File: config.mk
export PLATFORM = sky130hd
export DESIGN_NAME = expression_syntax_checker_ll1_unit
export DESIGN_NICKNAME = d
export VERILOG_FILES = /design/src/rtl/escll1_pkg.sv /design/src/rtl/escll1_ram.sv /design/src/rtl/escll1_table.sv /design/src/rtl/expression_syntax_checker_ll1_unit.sv
export SDC_FILE = /design/constraint.sdc
export NUM_CORES = 1
export LEC_CHECK = 0
export BUFFER_PORTS_ARGS = -buffer_cell sky130_fd_sc_hd__buf_2
export CAP_MARGIN = 20
export CELL_PAD_IN_SITES_DETAIL_PLACEMENT = 0
export CELL_PAD_IN_SITES_GLOBAL_PLACEMENT = 1
export CORE_UTILIZATION = 35
export DETAILED_ROUTE_END_ITERATION = 8
export PLACE_DENSITY_LB_ADDON = 0.1
export SYNTH_ARGS = -nofsm -noshare
export SYNTH_HDL_FRONTEND = slang
export SYNTH_HIERARCHICAL = 1
export SYNTH_SLANG_ARGS = --single-unit
File: constraint.sdc
create_clock -name clk -period 3.15 [get_ports clk]
set_input_delay 0.63 -clock clk [delete_from_list [all_inputs] [get_ports clk]]
set_output_delay 0.63 -clock clk [all_outputs]
set_load 0.02 [all_outputs]
File: src/rtl/escll1_pkg.sv
// Shared types, symbol and token codes, and byte classification for the LL(1) checker.
package escll1_pkg;

  typedef logic [2:0] sym_t;
  typedef logic [3:0] tok_t;
  typedef logic [1:0] verdict_t;
  typedef logic [1:0] op_t;

  // Grammar symbols held on the stack
  localparam sym_t SYM_END = 3'd0;
  localparam sym_t SYM_E   = 3'd1;
  localparam sym_t SYM_EP  = 3'd2;
  localparam sym_t SYM_T   = 3'd3;
  localparam sym_t SYM_TP  = 3'd4;
  localparam sym_t SYM_F   = 3'd5;
  localparam sym_t SYM_RP  = 3'd6;

  // Tokens
  localparam tok_t TK_ID    = 4'd0;
  localparam tok_t TK_PLUS  = 4'd1;
  localparam tok_t TK_MINUS = 4'd2;
  localparam tok_t TK_MUL   = 4'd3;
  localparam tok_t TK_DIV   = 4'd4;
  localparam tok_t TK_LP    = 4'd5;
  localparam tok_t TK_RP    = 4'd6;
  localparam tok_t TK_OTHER = 4'd7;
  localparam tok_t TK_END   = 4'd8;

  // Verdicts
  localparam verdict_t V_PENDING = 2'd0;
  localparam verdict_t V_ACCEPT  = 2'd1;
  localparam verdict_t V_REJECT  = 2'd2;

  // Stack operations chosen by the parse table
  localparam op_t OP_PUSH = 2'd0;
  localparam op_t OP_POP  = 2'd1;
  localparam op_t OP_STOP = 2'd2;

  typedef struct packed {
    op_t      op;       // replace top by two, pop, or finish the token
    sym_t     lower;    // symbol left under the new top on a push
    sym_t     upper;    // new top on a push
    logic     last;     // token consumed after this push or pop
    verdict_t verdict;  // outcome on a stop
  } act_t;

  function automatic logic is_letter(logic [7:0] b);
    return (b >= 8'h41 && b <= 8'h5A) || (b >= 8'h61 && b <= 8'h7A) || (b >= 8'hC0);
  endfunction

  function automatic tok_t classify(logic [7:0] b);
    tok_t t;
    case (b)
      8'h2B:   t = TK_PLUS;
      8'h2D:   t = TK_MINUS;
      8'h2A:   t = TK_MUL;
      8'h2F:   t = TK_DIV;
      8'h28:   t = TK_LP;
      8'h29:   t = TK_RP;
      default: t = TK_OTHER;
    endcase
    return t;
  endfunction

endpackage

File: src/rtl/escll1_ram.sv
// Generic single-write, single-read RAM with registered read data.
module escll1_ram #(
  parameter int WIDTH = 3,
  parameter int DEPTH = 64
) (
  input  logic                     clk,
  input  logic                     wr_en,
  input  logic [$clog2(DEPTH)-1:0] wr_addr,
  input  logic [WIDTH-1:0]         wr_data,
  input  logic [$clog2(DEPTH)-1:0] rd_addr,
  output logic [WIDTH-1:0]         rd_data
);

  logic [WIDTH-1:0] mem [DEPTH];

  always_ff @(posedge clk) begin
    if (wr_en) begin
      mem[wr_addr] <= wr_data;
    end
    rd_data <= mem[rd_addr];
  end

endmodule

File: src/rtl/escll1_table.sv
// Predictive parse table: picks the stack action for the top symbol and current token.
module escll1_table (
  input  escll1_pkg::sym_t top_sym,
  input  escll1_pkg::tok_t tok,
  input  logic             full,
  output escll1_pkg::act_t act
);

  escll1_pkg::act_t raw;

  always_comb begin
    raw.op      = escll1_pkg::OP_STOP;
    raw.lower   = escll1_pkg::SYM_END;
    raw.upper   = escll1_pkg::SYM_END;
    raw.last    = 1'b0;
    raw.verdict = escll1_pkg::V_REJECT;
    unique case (top_sym)
      escll1_pkg::SYM_E: begin
        raw.op    = escll1_pkg::OP_PUSH;
        raw.lower = escll1_pkg::SYM_EP;
        raw.upper = escll1_pkg::SYM_T;
      end
      escll1_pkg::SYM_T: begin
        raw.op    = escll1_pkg::OP_PUSH;
        raw.lower = escll1_pkg::SYM_TP;
        raw.upper = escll1_pkg::SYM_F;
      end
      escll1_pkg::SYM_EP: begin
        if (tok == escll1_pkg::TK_PLUS || tok == escll1_pkg::TK_MINUS) begin
          raw.op    = escll1_pkg::OP_PUSH;
          raw.lower = escll1_pkg::SYM_EP;
          raw.upper = escll1_pkg::SYM_T;
          raw.last  = 1'b1;
        end else begin
          raw.op = escll1_pkg::OP_POP;  // epsilon
        end
      end
      escll1_pkg::SYM_TP: begin
        if (tok == escll1_pkg::TK_MUL || tok == escll1_pkg::TK_DIV) begin
          raw.op    = escll1_pkg::OP_PUSH;
          raw.lower = escll1_pkg::SYM_TP;
          raw.upper = escll1_pkg::SYM_F;
          raw.last  = 1'b1;
        end else begin
          raw.op = escll1_pkg::OP_POP;  // epsilon
        end
      end
      escll1_pkg::SYM_F: begin
        if (tok == escll1_pkg::TK_ID) begin
          raw.op   = escll1_pkg::OP_POP;
          raw.last = 1'b1;
        end else if (tok == escll1_pkg::TK_LP) begin
          raw.op    = escll1_pkg::OP_PUSH;
          raw.lower = escll1_pkg::SYM_RP;
          raw.upper = escll1_pkg::SYM_E;
          raw.last  = 1'b1;
        end
      end
      escll1_pkg::SYM_RP: begin
        if (tok == escll1_pkg::TK_RP) begin
          raw.op   = escll1_pkg::OP_POP;
          raw.last = 1'b1;
        end
      end
      escll1_pkg::SYM_END: begin
        if (tok == escll1_pkg::TK_END) begin
          raw.verdict = escll1_pkg::V_ACCEPT;
        end
      end
      default: begin
        raw.verdict = escll1_pkg::V_REJECT;
      end
    endcase
  end

  // Overflow: a push on a full stack rejects
  always_comb begin
    act = raw;
    if (raw.op == escll1_pkg::OP_PUSH && full) begin
      act.op      = escll1_pkg::OP_STOP;
      act.verdict = escll1_pkg::V_REJECT;
    end
  end

endmodule

File: src/rtl/expression_syntax_checker_ll1_unit.sv
// Top level: byte tokenizer, stack sequencer and output register of the LL(1) checker.
// Timing: a byte that needs no parsing (continued identifier, sticky rejection) goes
//   straight to the done state, else the table steps once a cycle until the token is
//   consumed or a stop (reject, accept, overflow) ends it; pops wait on the RAM read.
// Throughput: one beat at a time, the next taken once the verdict is in the output
//   register. Reset clears the sequencer and sets the stack to E over END.
module expression_syntax_checker_ll1_unit #(
  parameter int STACK_DEPTH = 64
) (
  input  logic       clk,
  input  logic       rst,
  input  logic [7:0] char_byte,
  input  logic       is_end,
  input  logic       in_valid,
  output logic       in_ready,
  output logic [1:0] verdict,
  output logic       out_valid,
  input  logic       out_ready
);

  localparam int AW = $clog2(STACK_DEPTH);
  localparam int DW = $clog2(STACK_DEPTH + 1);

  // Sequencer states
  localparam logic [1:0] ST_IDLE = 2'd0;
  localparam logic [1:0] ST_RUN  = 2'd1;
  localparam logic [1:0] ST_POP  = 2'd2;
  localparam logic [1:0] ST_DONE = 2'd3;

  logic [1:0]           state;
  escll1_pkg::sym_t     top_sym;   // top of stack lives here, the rest in the RAM
  logic [DW-1:0]        depth;     // entries in use, counting the top
  logic                 in_ident;
  logic                 rejected;
  escll1_pkg::tok_t     tok;
  logic                 pop_last;
  escll1_pkg::verdict_t result;

  escll1_pkg::act_t     act;
  logic                 full;
  logic                 wr_en;
  logic [AW-1:0]        wr_addr;
  logic [AW-1:0]        rd_addr;
  escll1_pkg::sym_t     rd_data;
  logic                 out_free;

  // Entry 0 is always END and is never read from the RAM: a pop down to one
  // entry exposes END directly, so the RAM needs no clearing after reset.
  assign full    = (depth >= DW'(STACK_DEPTH));
  assign wr_en   = (state == ST_RUN) && (act.op == escll1_pkg::OP_PUSH);
  assign wr_addr = AW'(depth - DW'(1));
  assign rd_addr = AW'(depth - DW'(2));

  escll1_table u_table (
    .top_sym (top_sym),
    .tok     (tok),
    .full    (full),
    .act     (act)
  );

  escll1_ram #(
    .WIDTH ($bits(escll1_pkg::sym_t)),
    .DEPTH (STACK_DEPTH)
  ) u_stack (
    .clk     (clk),
    .wr_en   (wr_en),
    .wr_addr (wr_addr),
    .wr_data (act.lower),
    .rd_addr (rd_addr),
    .rd_data (rd_data)
  );

  assign in_ready = (state == ST_IDLE);
  assign out_free = !out_valid || out_ready;

  always_ff @(posedge clk) begin
    if (rst) begin
      state     <= ST_IDLE;
      top_sym   <= escll1_pkg::SYM_E;
      depth     <= DW'(2);
      in_ident  <= 1'b0;
      rejected  <= 1'b0;
      out_valid <= 1'b0;
    end else begin
      // Drop the output beat once taken, unless a fresh verdict loads below
      if (out_valid && out_ready && (state != ST_DONE)) begin
        out_valid <= 1'b0;
      end

      unique case (state)
        ST_IDLE: begin
          if (in_valid) begin
            if (is_end) begin
              if (rejected) begin
                // Sticky rejection: answer reject and restart without parsing
                result   <= escll1_pkg::V_REJECT;
                top_sym  <= escll1_pkg::SYM_E;
                depth    <= DW'(2);
                in_ident <= 1'b0;
                rejected <= 1'b0;
                state    <= ST_DONE;
              end else begin
                tok   <= escll1_pkg::TK_END;
                state <= ST_RUN;
              end
            end else if (rejected) begin
              result <= escll1_pkg::V_REJECT;
              state  <= ST_DONE;
            end else if (escll1_pkg::is_letter(char_byte)) begin
              if (in_ident) begin
                // Later letters of an identifier add no token
                result <= escll1_pkg::V_PENDING;
                state  <= ST_DONE;
              end else begin
                in_ident <= 1'b1;
                tok      <= escll1_pkg::TK_ID;
                state    <= ST_RUN;
              end
            end else begin
              in_ident <= 1'b0;
              tok      <= escll1_pkg::classify(char_byte);
              state    <= ST_RUN;
            end
          end
        end

        ST_RUN: begin
          unique case (act.op)
            escll1_pkg::OP_PUSH: begin
              // Lower symbol goes to the RAM, upper stays in the top register
              top_sym <= act.upper;
              depth   <= depth + DW'(1);
              if (act.last) begin
                result <= escll1_pkg::V_PENDING;
                state  <= ST_DONE;
              end
            end
            escll1_pkg::OP_POP: begin
              // RAM read of the entry below is already under way
              depth    <= depth - DW'(1);
              pop_last <= act.last;
              state    <= ST_POP;
            end
            escll1_pkg::OP_STOP: begin
              result <= act.verdict;
              if (tok == escll1_pkg::TK_END) begin
                top_sym  <= escll1_pkg::SYM_E;
                depth    <= DW'(2);
                in_ident <= 1'b0;
                rejected <= 1'b0;
              end else begin
                rejected <= 1'b1;
              end
              state <= ST_DONE;
            end
            default: begin
              result <= escll1_pkg::V_REJECT;
              state  <= ST_DONE;
            end
          endcase
        end

        ST_POP: begin
          top_sym <= (depth == DW'(1)) ? escll1_pkg::SYM_END : rd_data;
          if (pop_last) begin
            result <= escll1_pkg::V_PENDING;
            state  <= ST_DONE;
          end else begin
            state <= ST_RUN;
          end
        end

        ST_DONE: begin
          // Hold the verdict until the output register frees up
          if (out_free) begin
            verdict   <= result;
            out_valid <= 1'b1;
            state     <= ST_IDLE;
          end
        end

        default: begin
          state <= ST_IDLE;
        end
      endcase
    end
  end

endmodule

Word-level counts from Yosys, hierarchy flattened --
Memories as Yosys holds them, arrays and structs flattened. A register that Yosys moved wholly into a read port is not among the register bits. Index checks and enable logic that the tools add are counted.
Storage, ports and cells: register bits after elaboration 24, RAM bits 192, bits of input ports 13, logic and storage cells 169, memories 1
Memory list:
- u_stack.mem | depth 64, bits a word 3, rd ports 1, clocked after memory_dff 1, wr ports 1, RTL line escll1_ram.sv:14 | logic [WIDTH-1:0] mem [DEPTH];
Cells by class: add/subtract/negate cells 3, order comparisons 6, eq/ne operators 43, multiplexer cells 75, bitwise gates (word level) 2, reduce and logical (&&, ||, !) cells 29
Operators by type and width (number):
- 8-bit by 6-bit equality test with 1-bit output (second input constant) | 6
- 2-bit two-way mux | 23
- 7-bit two-way mux | 5
- 6-bit case mux with 5 select lines | 1
- 7-bit case mux with 3 select lines | 1
- 1-bit two-way mux | 20
- 4-bit two-way mux | 5
- 3-bit case mux with 6 select lines | 1
- 6-bit AND reduction | 3
- 8-bit by 7-bit greater-or-equal comparator with 1-bit output (second input constant) | 2
- 8-bit by 7-bit <= comparator with 1-bit output (second input constant) | 2
- 3-bit two-way mux | 5
- 7-bit case mux with 2 select lines | 1
- 4-bit by 3-bit equality test with 1-bit output (second input constant) | 3
- 6-bit two-way mux | 2
- 2-bit != test (second input constant) | 6
- 3-bit != test (second input constant) | 4
- 2-bit case mux with 3 select lines | 2
- 2-bit case mux with 5 select lines | 1
- 3-bit equality test (second input constant) | 3
- 9-bit two-way mux | 1
- 3-bit by 1-bit != test with 1-bit output (second input constant) | 3
- 3-bit case mux with 3 select lines | 1
- 3-bit AND reduction | 3
- 34 further kinds | 54

Longest topological paths before layout --
word-level depth 11, mapped depth 13, depth with buffers taken out 12

Hierarchy --
Netlist, hierarchy kept.
By module, submodules not included:
- escll1_ram | instances 1, cells each 432, area an instance 7915.1 µm², seq. area each 5825.6 µm²
- expression_syntax_checker_ll1_unit | instances 1, cells each 207, area an instance 1760.4 µm², seq. area each 570.5 µm²
- escll1_table | instances 1, cells each 59, area an instance 411.6 µm², seq. area each 0.0 µm²

Least setup slack after synthesis --
OpenSTA, ideal clock, no wires.
path kind flip-flop to flip-flop, from register tok[0], to memory u_stack.mem[37][0] (enable), library setup time 319 ps, arrival time 2587 ps, data required time 2831 ps, slack 244 ps, stages on the path, launching flop included 14, period minus slack after synthesis 2906 ps, cell sequence edfxtp_1 > buf_4 > and4bb_2 > o21ai_0 > mux2_2 > o21bai_2 > inv_1 > ha_1 > nand2_1 > inv_1 > nand2_1 > or3_1 > clkbuf_1 > nor2_1
RTL lines:
- from (decl) | RTL line expression_syntax_checker_ll1_unit.sv:35 | escll1_pkg::tok_t tok;
- from (signal assigned) | RTL line expression_syntax_checker_ll1_unit.sv:103 | tok <= escll1_pkg::TK_END;
- from (signal assigned) | RTL line expression_syntax_checker_ll1_unit.sv:116 | tok <= escll1_pkg::TK_ID;
- from (signal assigned) | RTL line expression_syntax_checker_ll1_unit.sv:121 | tok <= escll1_pkg::classify(char_byte);
- to (decl) | RTL line escll1_ram.sv:14

==> impl_metrics.env <==
export IMPL_dr_pass1_iters=5
export IMPL_crit_arrival_ns=3.18
export IMPL_powerDensity_nw_per_um2=771
export IMPL_rows=61
export IMPL_cts_htree_levels=1
export IMPL_ys_types=76
export IMPL_root_buffer="clkbuf_16"
export IMPL_finalSetupViolations=0
export IMPL_slew_headroom_pct=48.6
export IMPL_critPathRequiredTime_ns=3.33
export IMPL_netlist_area_sq_um=10100
export IMPL_place_ws_ns=-0.000436
export IMPL_grt_pass1_wl_um=36900
export IMPL_synth_ff_type="edfxtp_1"
export IMPL_post_route_cells_drive_above_1_share_pct=26.7
export IMPL_reg2reg_depth=12
export IMPL_holdBufCountCts=0
export IMPL_worst_skew_pair_late_latency_ns=0.52
export IMPL_synth_cells=698
export IMPL_ys_ff_latch=219
export IMPL_hold_viol=0
export IMPL_worst_setup_path_end_kind="flip-flop"
export IMPL_synth_area_leaders="edfxtp_1 (60%), mux4_2 (10%), dfxtp_1 (3.6%), nor2_1 (3.3%), ha_1 (1.6%)"
export IMPL_area_delta_synth_final_pct=15.6
export IMPL_ant_nets=0
export IMPL_drc=0
export IMPL_cts_buffers=25
export IMPL_grt_ovfl_total=0
export IMPL_wirelength_um=24200
export IMPL_clockBufferDepth=3
export IMPL_port_buffer_count=16
export IMPL_io_pins=17
export IMPL_drt_iter0_drc=590
export IMPL_initial_core_util_pct=35.9
export IMPL_max_freq_mhz=334
export IMPL_status="finished clean"
export IMPL_antenna_found_initial=0
export IMPL_n_antenna_cell=0
export IMPL_slew_viol_final=0
export IMPL_wl_per_cell_um=21.3
export IMPL_start_kind="flip-flop"
export IMPL_regToRegSetupSlack_ns=0.16
export IMPL_ys_seq_area_share_pct=63.4
export IMPL_netlist_top_cell_by_area="edfxtp_1"
export IMPL_grt_pass1_vias=6193
export IMPL_fin_crit_ns=2.99
export IMPL_core_sq_um=28100
export IMPL_finalSetupTns_ns=0
export IMPL_dpl_hpwl_um=16000
export IMPL_die_area_sq_um=29500
export IMPL_fin_skew_ns=0.0119
export IMPL_synthArstFlopShare_pct=0
export IMPL_synth_largest_type_area_fraction_pct=59.8
export IMPL_vias=6018
export IMPL_dieHeight_um=172
export IMPL_fin_nets=763
export IMPL_syn_nets=724
export IMPL_dp_cells=1088
export IMPL_cts_setup_buffers=0
export IMPL_ir_drop_v=0.000482
export IMPL_finalNonFillerCells=1134
export IMPL_place_congestion=0.758
export IMPL_yosysWarnings=6
export IMPL_ys_top_cells_by_count="edfxtp_1 (201), nor2_1 (90), mux4_2 (47)"
export IMPL_synth_edf_count=201
export IMPL_hold_class="reg2reg"
export IMPL_power_mw=9.00
export IMPL_drv_cap=0
export IMPL_grt_total_usage_pct=16.9
export IMPL_clk_pin_slew_worst_paths_ns=0.06
export IMPL_cts_resized_gates=1
export IMPL_grt_setup_unrepaired="true"
export IMPL_numClockSinks=219
export IMPL_viasPerCell=5.31
export IMPL_path_class="reg2reg"
export IMPL_worstMarginPinSlew_ns=0.768
export IMPL_nFillCells=2621
export IMPL_cts_tree="yes"
export IMPL_period_share_pct=95.1
export IMPL_yosysMostFrequentCell="edfxtp_1"
export IMPL_post_dp_cell_area_sq_um=10700
export IMPL_syn_area_per_cell_sq_um=14.5
export IMPL_finalWorstSetupSlack_ns=0.155
export IMPL_path_max_fanout=8
export IMPL_worst_hold_path_num_cells=0
export IMPL_grt_max_degree=65
export IMPL_power_leakage_nw=3.60
export IMPL_die_w_um=172
export IMPL_fin_area_sq_um=11700
## kinds of logic after synthesis
logic type	count (synthesis)	synth area share (%)
muxes	59	11.7
and+or+nand+nor	227	11.4
AOI/OAI and AO/OA	97	7.34
adders and majority gates	13	1.61
buffers and inverters	72	3.57
xor gates and xnor gates	10	0.868
DFF	219	63.4
other	1	0.0372
## power by group
part	total (mW)	internal, mW	switching, mW
registers	3.56	3.47	0.0840
clock network	2.87	1.76	1.11
logic	2.57	0.960	1.61
total	9.00	6.20	2.80
## path summary, 6_finish.rpt
check | to | start
max | u_stack/mem[44][1] | tok[3]
min | verdict[1] | result[1]
max reg2reg | u_stack/mem[44][1] | tok[3]
min reg2reg | verdict[1] | result[1]
## cells in the final DEF (no fill, tap or decap), drive strengths merged, types with 7 or more instances in the layout
cell	synthesis	layout
nor3	13	13
edfxtp	201	201
nand2b	11	11
nor2	90	90
clkbuf	28	37
buf	17	57
nand3	15	15
mux2i	8	8
ha	13	13
mux4	47	47
o21ai	13	13
or2	9	9
o221ai	7	7
dfxtp	18	18
nand3b	12	12
a21oi	14	14
nor2b	9	9
or3	7	7
o22ai	7	7
nand2	32	32
inv	26	27
## layout make-up
class,count,area (sq um),share of cell area (%)
flip-flops and latches,219,6400,54.9
multi-input cells,407,3430,29.4
clock buffers,37,731,6.26
well taps,378,473,4.05
repair buffers,57,425,3.65
clock inverters,9,103,0.880
inverters,27,101,0.869
## flip-flops by register name, summed over array words and instances, names as in the netlist
signal / cells
u_stack/rd_data: 3
rejected: 1
tok: 4
top_sym: 3
in_ident: 1
u_stack/mem: 192
state: 2
out_valid: 1
pop_last: 1
result: 2
verdict: 2
depth: 7
## worst max-delay path: stages, from the launching register on
cell      delay [ns]
edfxtp_1        0.49
and4bb_2        0.34
o21ai_0         0.08
mux2_2          0.27
o21bai_2        0.20
inv_1           0.12
ha_4            0.14
nand2_1         0.12
inv_1           0.13
nand2_1         0.11
nor2_1          0.12
nand2_1         0.18
nor2_1          0.36
## stage by stage
stage | hold WS [ns] | util, %
2_1_floorplan | 0.400 | -
3_3_place_gp | 0.408 | 38.2
3_5_place_dp | 0.410 | 38.2
4_1_cts | 0.413 | 41.2
5_1_grt | 0.427 | 41.5
6_report | 0.420 | 41.5
## layer usage
layer  GRT usage (%)  vias to the layer above  part of all wire, %
met5               0                        -                    0
met4            4.39                        0                  2.2
met3            2.32                       41                  3.3
met2            29.0                      139                   49
met1            22.5                     3056                   46
li1                -                     2782                    -
(Power assumes the default switching activity.)
